--- src/rtl/spq_pkg.sv ---
// ----------------------------------------------------------------------------
// spq_pkg: shared types and constants of the sorted priority queue
// Beat formats, the per-slot entry and the command broadcast to every cell.
// ----------------------------------------------------------------------------
package spq_pkg;

    localparam int DEPTH_DEFAULT = 16;
    localparam int KEY_W         = 32;
    localparam int PAYLOAD_W     = 32;
    localparam int COUNT_OUT_W   = 5;

    localparam logic KIND_PUSH = 1'b0;
    localparam logic KIND_POP  = 1'b1;

    typedef struct packed {
        logic                        kind;
        logic signed [KEY_W-1:0]     key;
        logic        [PAYLOAD_W-1:0] payload;
    } in_t;

    typedef struct packed {
        logic signed [KEY_W-1:0]       head_key;
        logic        [PAYLOAD_W-1:0]   head_payload;
        logic                          is_empty;
        logic        [COUNT_OUT_W-1:0] entry_count;
        logic                          push_dropped;
    } out_t;

    typedef struct packed {
        logic                        valid;
        logic signed [KEY_W-1:0]     key;
        logic        [PAYLOAD_W-1:0] payload;
    } entry_t;

    typedef struct packed {
        logic                        push;
        logic                        pop;
        logic signed [KEY_W-1:0]     key;
        logic        [PAYLOAD_W-1:0] payload;
    } cmd_t;

endpackage

--- src/rtl/spq_cell.sv ---
// ----------------------------------------------------------------------------
// spq_cell: one slot of the sorted chain
// Holds one entry; on a push it holds, takes the new entry or takes its left
// neighbor; on a pop it takes its right neighbor.
// ----------------------------------------------------------------------------
module spq_cell #(
    parameter bit IS_HEAD = 1'b0
) (
    input  logic            clk,
    input  logic            rst_n,
    input  spq_pkg::cmd_t   cmd,
    input  spq_pkg::entry_t left,
    input  logic            left_ins,
    input  spq_pkg::entry_t right,
    output spq_pkg::entry_t entry,
    output logic            ins
);

    logic                                 valid_reg;
    logic signed [spq_pkg::KEY_W-1:0]     key_reg;
    logic        [spq_pkg::PAYLOAD_W-1:0] payload_reg;
    spq_pkg::entry_t                      entry_cur;
    spq_pkg::entry_t                      entry_next;
    logic                                 own_ins;

    assign entry_cur.valid   = valid_reg;
    assign entry_cur.key     = key_reg;
    assign entry_cur.payload = payload_reg;

    // head: insert only before a strictly larger key; others: before a key >= new
    always_comb
    begin
        if (!entry_cur.valid)
            own_ins = 1'b1;
        else if (IS_HEAD)
            own_ins = $signed(cmd.key) < $signed(entry_cur.key);
        else
            own_ins = !($signed(entry_cur.key) < $signed(cmd.key));
    end

    assign ins = own_ins | (left_ins & !IS_HEAD);

    always_comb
    begin
        entry_next = entry_cur;
        if (cmd.push)
        begin
            if (left_ins && !IS_HEAD)
                entry_next = left;
            else if (own_ins)
            begin
                entry_next.valid   = 1'b1;
                entry_next.key     = cmd.key;
                entry_next.payload = cmd.payload;
            end
        end
        else if (cmd.pop)
            entry_next = right;
    end

    always_ff @(posedge clk or negedge rst_n)
    begin
        if (!rst_n)
            valid_reg <= 1'b0;
        else
            valid_reg <= entry_next.valid;
    end

    always_ff @(posedge clk)
    begin
        key_reg     <= entry_next.key;
        payload_reg <= entry_next.payload;
    end

    assign entry = entry_cur;

endmodule

--- src/rtl/sorted_priority_queue.sv ---
// ----------------------------------------------------------------------------
// sorted_priority_queue: minimum-first priority queue on a chain of cells
// Usage:
//   Input beat: item (kind, key, payload) is taken at a clock edge with
//   start high and busy low. busy stays low: a beat may follow every cycle.
//   Each beat yields one result beat on result, marked by done for exactly
//   one cycle, the cycle after the input beat (throughput one beat per
//   cycle). The receiver cannot stall; it must take each beat.
//   A push compares its key in every cell at once; each cell holds, takes
//   the new entry or takes its left neighbor, so the row stays sorted.
//   A pop shifts the row one cell toward the head.
//   A push to a full queue is dropped and flagged; a pop on an empty queue
//   changes nothing. The head fields read zero while the queue is empty.
//   Reset clears all valid bits and the count; no clearing pass is needed,
//   so the first beat may come right after reset.
// ----------------------------------------------------------------------------
module sorted_priority_queue #(
    parameter int DEPTH = spq_pkg::DEPTH_DEFAULT
) (
    input  logic          clk,
    input  logic          rst_n,
    input  logic          start,
    output logic          busy,
    input  spq_pkg::in_t  item,
    output logic          done,
    output spq_pkg::out_t result
);

    localparam int CW = $clog2(DEPTH + 1);

    spq_pkg::cmd_t   cmd;
    spq_pkg::entry_t cells   [DEPTH];
    logic            ins_vec [DEPTH];
    logic [DEPTH-1:0] valid_vec;
    logic [CW-1:0]    count_reg;
    logic [CW-1:0]    count_next;
    logic             dropped_reg;
    logic             dropped_next;
    logic             done_reg;
    logic             accept;
    logic             full;
    logic [CW+spq_pkg::COUNT_OUT_W-1:0] count_ext;

    assign busy   = 1'b0;
    assign accept = start & !busy;
    assign full   = (count_reg == CW'(DEPTH));

    assign cmd.push    = accept && (item.kind == spq_pkg::KIND_PUSH) && !full;
    assign cmd.pop     = accept && (item.kind == spq_pkg::KIND_POP) && (count_reg != '0);
    assign cmd.key     = item.key;
    assign cmd.payload = item.payload;

    genvar gi;
    generate
        for (gi = 0; gi < DEPTH; gi++)
        begin : g_cell
            spq_pkg::entry_t left_e;
            spq_pkg::entry_t right_e;
            logic            left_i;

            if (gi == 0)
            begin : g_first
                assign left_e = '0;
                assign left_i = 1'b0;
            end
            else
            begin : g_mid
                assign left_e = cells[gi-1];
                assign left_i = ins_vec[gi-1];
            end

            if (gi == DEPTH - 1)
            begin : g_last
                assign right_e = '0;
            end
            else
            begin : g_inner
                assign right_e = cells[gi+1];
            end

            spq_cell #(
                .IS_HEAD (gi == 0)
            ) u_cell (
                .clk      (clk),
                .rst_n    (rst_n),
                .cmd      (cmd),
                .left     (left_e),
                .left_ins (left_i),
                .right    (right_e),
                .entry    (cells[gi]),
                .ins      (ins_vec[gi])
            );

            assign valid_vec[gi] = cells[gi].valid;
        end
    endgenerate

    always_comb
    begin
        count_next   = count_reg;
        dropped_next = 1'b0;
        if (cmd.push)
            count_next = count_reg + CW'(1);
        else if (cmd.pop)
            count_next = count_reg - CW'(1);
        if (accept && (item.kind == spq_pkg::KIND_PUSH) && full)
            dropped_next = 1'b1;
    end

    always_ff @(posedge clk or negedge rst_n)
    begin
        if (!rst_n)
        begin
            count_reg   <= '0;
            dropped_reg <= 1'b0;
            done_reg    <= 1'b0;
        end
        else
        begin
            count_reg   <= count_next;
            dropped_reg <= dropped_next;
            done_reg    <= accept;
        end
    end

    assign count_ext = {{spq_pkg::COUNT_OUT_W{1'b0}}, count_reg};

    assign done                = done_reg;
    assign result.head_key     = cells[0].valid ? cells[0].key : '0;
    assign result.head_payload = cells[0].valid ? cells[0].payload : '0;
    assign result.is_empty     = !cells[0].valid;
    assign result.entry_count  = count_ext[spq_pkg::COUNT_OUT_W-1:0];
    assign result.push_dropped = dropped_reg;

`ifndef SYNTHESIS
    a_count_matches_valid: assert property (@(posedge clk) disable iff (!rst_n)
        $countones(valid_vec) == count_reg)
        else $error("count does not match valid cells");

    a_head_sorted: assert property (@(posedge clk) disable iff (!rst_n)
        (cells[0].valid && cells[1].valid) |-> !($signed(cells[1].key) < $signed(cells[0].key)))
        else $error("head is not the minimum");

    a_done_follows_start: assert property (@(posedge clk) disable iff (!rst_n)
        done |-> $past(accept))
        else $error("result beat without input beat");

    a_drop_only_when_full: assert property (@(posedge clk) disable iff (!rst_n)
        dropped_next |-> (full && !cmd.push))
        else $error("push dropped while not full");
`endif

endmodule

--- config.mk ---
export PLATFORM = sky130hd
export DESIGN_NAME = sorted_priority_queue
export DESIGN_NICKNAME = d
export VERILOG_FILES = /design/src/rtl/spq_pkg.sv /design/src/rtl/spq_cell.sv /design/src/rtl/sorted_priority_queue.sv
export SDC_FILE = /design/constraint.sdc
export NUM_CORES = 2
export LEC_CHECK = 0
export BUFFER_PORTS_ARGS = -buffer_cell sky130_fd_sc_hd__buf_2
export CORE_MARGIN = 2
export CORE_UTILIZATION = 50
export CTS_BUF_LIST = sky130_fd_sc_hd__clkbuf_4 sky130_fd_sc_hd__clkbuf_8
export DETAILED_ROUTE_END_ITERATION = 10
export GPL_TIMING_DRIVEN = 0
export PLACE_DENSITY_LB_ADDON = 0.15
export SLEW_MARGIN = 40
export SYNTH_ARGS = -nofsm -noshare
export SYNTH_HDL_FRONTEND = slang
export SYNTH_SLANG_ARGS = --single-unit
--- constraint.sdc ---
create_clock -name clk -period 9.2 [get_ports clk]
set_input_delay 1.84 -clock clk [delete_from_list [all_inputs] [get_ports clk]]
set_output_delay 1.84 -clock clk [all_outputs]
set_load 0.01 [all_outputs]
==> impl_metrics.tcl <==
set metrics [dict create \
    area_growth_pct 12.4 \
    die_area_um2 130000 \
    cp_max_fo 19 \
    synth_flop_cell "edfxtp_1" \
    drt_iter0_drc 6170 \
    layout_commonest_cell "edfxtp_1" \
    min_path_cells 2 \
    fin_skew_ps 46.0 \
    drive_gt1_frac 0.104 \
    timing_hold_violations_final 0 \
    synth_nets 6706 \
    required_ps 9870 \
    synth_edf_count 1024 \
    worst_pin_slew_ps 913 \
    io_pins 141 \
    status "completed" \
    rows 130 \
    via_per_inst 6.26 \
    drv_cap 0 \
    yosys.area_share.simple 0.114 \
    synth_fa_ha_area_frac 0.0985 \
    crit_path_end_kind "flip-flop" \
    timing.fmax_mhz 131 \
    path_cells "buf_2 -> clkinv_1 -> ha_1 -> a2111oi_0 -> nor4_1 -> or4_1 -> a31oi_1 -> mux2i_2 -> nand3_2 -> nor4_2 -> nand4b_1 -> buf_2 -> o31a_2 -> buf_16 -> buf_16" \
    peakVddDrop_mv 0.162 \
    fin_cells 8341 \
    ant_nets 0 \
    r2r_cells 13 \
    grt_pass1_wl_mm 338 \
    clock_latency_ps 950 \
    min_period_over_period 0.828 \
    drv_slew 0 \
    crit_arrival_ps 8290 \
    synth_compound_area_frac 0.127 \
    synthXorXnorAreaFrac 0.000413 \
    cts_sinks 1047 \
    path_class "input port to flip-flop" \
    cts_root_buf "clkbuf_8" \
    die_x_um 361 \
    synth_top_family_by_area "multiplexers" \
    start_kind "input port" \
    power.density_nw_per_um2 232 \
    setup_viol 0 \
    start_util 0.505 \
    die_h_um 361 \
    grt_max_degree 34 \
    dpl.hpwl_mm 181 \
    core_area_um2 126000 \
    rsz0062_at_grt "no" \
    ys_warn_count 0 \
    cp_slowest_cell "mux2i_2" \
    clkTransAtPathRegs_ps 60 \
    antenna_found_initial 17 \
    leakage_nw 29.7 \
    ctsResizeCount 0 \
    numCtsBuffers 188 \
    postPlaceCellArea_um2 67900 \
    postRouteWirelength_mm 235 \
    route.detailed.drc 0 \
    hold_class "flip-flop to flip-flop" \
    num_vias 52200 \
    dp_slack_ps 1060 \
    slew_headroom 0.391 \
    design_area_um2 71500 \
    period_minus_slack_ps 7620 \
    postCtsSetupBuffers 0 \
    synth.area.mux_share 0.132 \
    globalplace.congestion 0.972 \
    ys_seq_elements 1047 \
    async_flop_share 0.0220 \
    track_usage 0.354 \
    port_buffers 139 \
    synth_seq_area_share 0.492 \
    drt_pass1_iterations 6 \
    synth_area_per_cell_um2 10.4 \
    clockBufferDepth 3 \
    synth.distinct_cells 78 \
    placedCellCount 7997 \
    setup_slack_ps 1580 \
    overflow 0 \
    drt-wirelength-per-cell_um 28.2 \
    grt_pass1_vias 51600 \
    nNetsFinal 7105 \
    h-tree-depth 4 \
    holdWs_ps 551 \
    cpPeakStageDelay_ps 720 \
    syn_area_um2 63600 \
    cts_tree "yes" \
    postCtsHoldBufs 0 \
    layout_common_cells "1024 x edfxtp_1, 954 x nand2_1, 839 x mux2i_1" \
    syn_inst 6138 \
]
worst paths after layout:
path                                        startpoint                                end  slack, ps
setup reg to reg           g_cell[4].u_cell.key_reg[1]  g_cell[15].u_cell.payload_reg[27]       3180
hold / removal             g_cell[15].u_cell.valid_reg        g_cell[15].u_cell.valid_reg        550
min in group asynchronous                        rst_n                        dropped_reg        890
setup / recovery                              item[33]  g_cell[15].u_cell.payload_reg[27]       1580
hold reg to reg            g_cell[15].u_cell.valid_reg        g_cell[15].u_cell.valid_reg        550
max in group asynchronous                        rst_n                       count_reg[1]       7910
critical path: cells and delay by family:
kind | cells | cell delay, ps
buffers and inverters | 5 | 1700
adder cells (fa/ha/maj) | 1 | 580
AND/OR/NAND/NOR | 5 | 1850
AO/OA/AOI/OAI | 3 | 1520
multiplexers | 1 | 720
cell families after synthesis:
group	after synthesis
XOR/XNOR	3
other	1
adder cells (fa/ha/maj)	500
flip-flops	1047
buffers and inverters	511
multiplexers	841
AND/OR/NAND/NOR	1754
AO/OA/AOI/OAI	1481
Yosys cell counts (all sizes together) (16+ instances only):
cell        n  area share
nor3       17      0.0013
a21oi     597       0.047
a2111oi    16      0.0026
edfxtp   1024        0.48
inv        87      0.0051
o21ai     669       0.053
mux2i     841        0.13
nand2     956       0.056
nand3      41      0.0033
a211oi     27      0.0033
a21o       59      0.0070
dfrtp      23      0.0090
ha        499       0.098
nor2      540       0.032
nand4      61      0.0062
and2       41      0.0040
nand2b     24      0.0024
clkbuf    311       0.018
nor2b      19      0.0019
o21a       18      0.0021
buf       113       0.012
power breakdown:
part	total, W	switching [W]	internal [W]
Sequential	0.00731	0.000738	0.00657
Clock	0.00441	0.00212	0.00228
Combinational	0.00488	0.00321	0.00167
Total	0.0166	0.00607	0.0105
through the flow:
| stage | utilization | setup TNS (ps) | total power [W] |
|---|---|---|---|
| 5_1_grt | 0.568 | 0 | 0.0173 |
| 3_5_place_dp | 0.539 | 0 | 0.0121 |
| 3_3_place_gp | 0.527 | -3286600 | 0.0119 |
| 2_1_floorplan | - | 0 | 0.0100 |
| 6_report | 0.568 | 0 | 0.0166 |
| 4_1_cts | 0.568 | 0 | 0.0165 |
area by class of cell:
class	count	area, µm²
inverter	87	327
buffer	424	1970
clock inverter	73	417
clock buffer	264	3180
multi-input combinational	4580	30300
antenna	7	17.5
timing repair buffer	209	1940
fill	11200	54400
tap	1650	2060
sequential	1047	31300
metal layers:
metal  wire length, µm  track usage
met1             95200        0.472
met2            106000        0.553
met3             23100       0.0739
met4             10800        0.163
met5                43            0
Power figures use the tool's default switching activity.
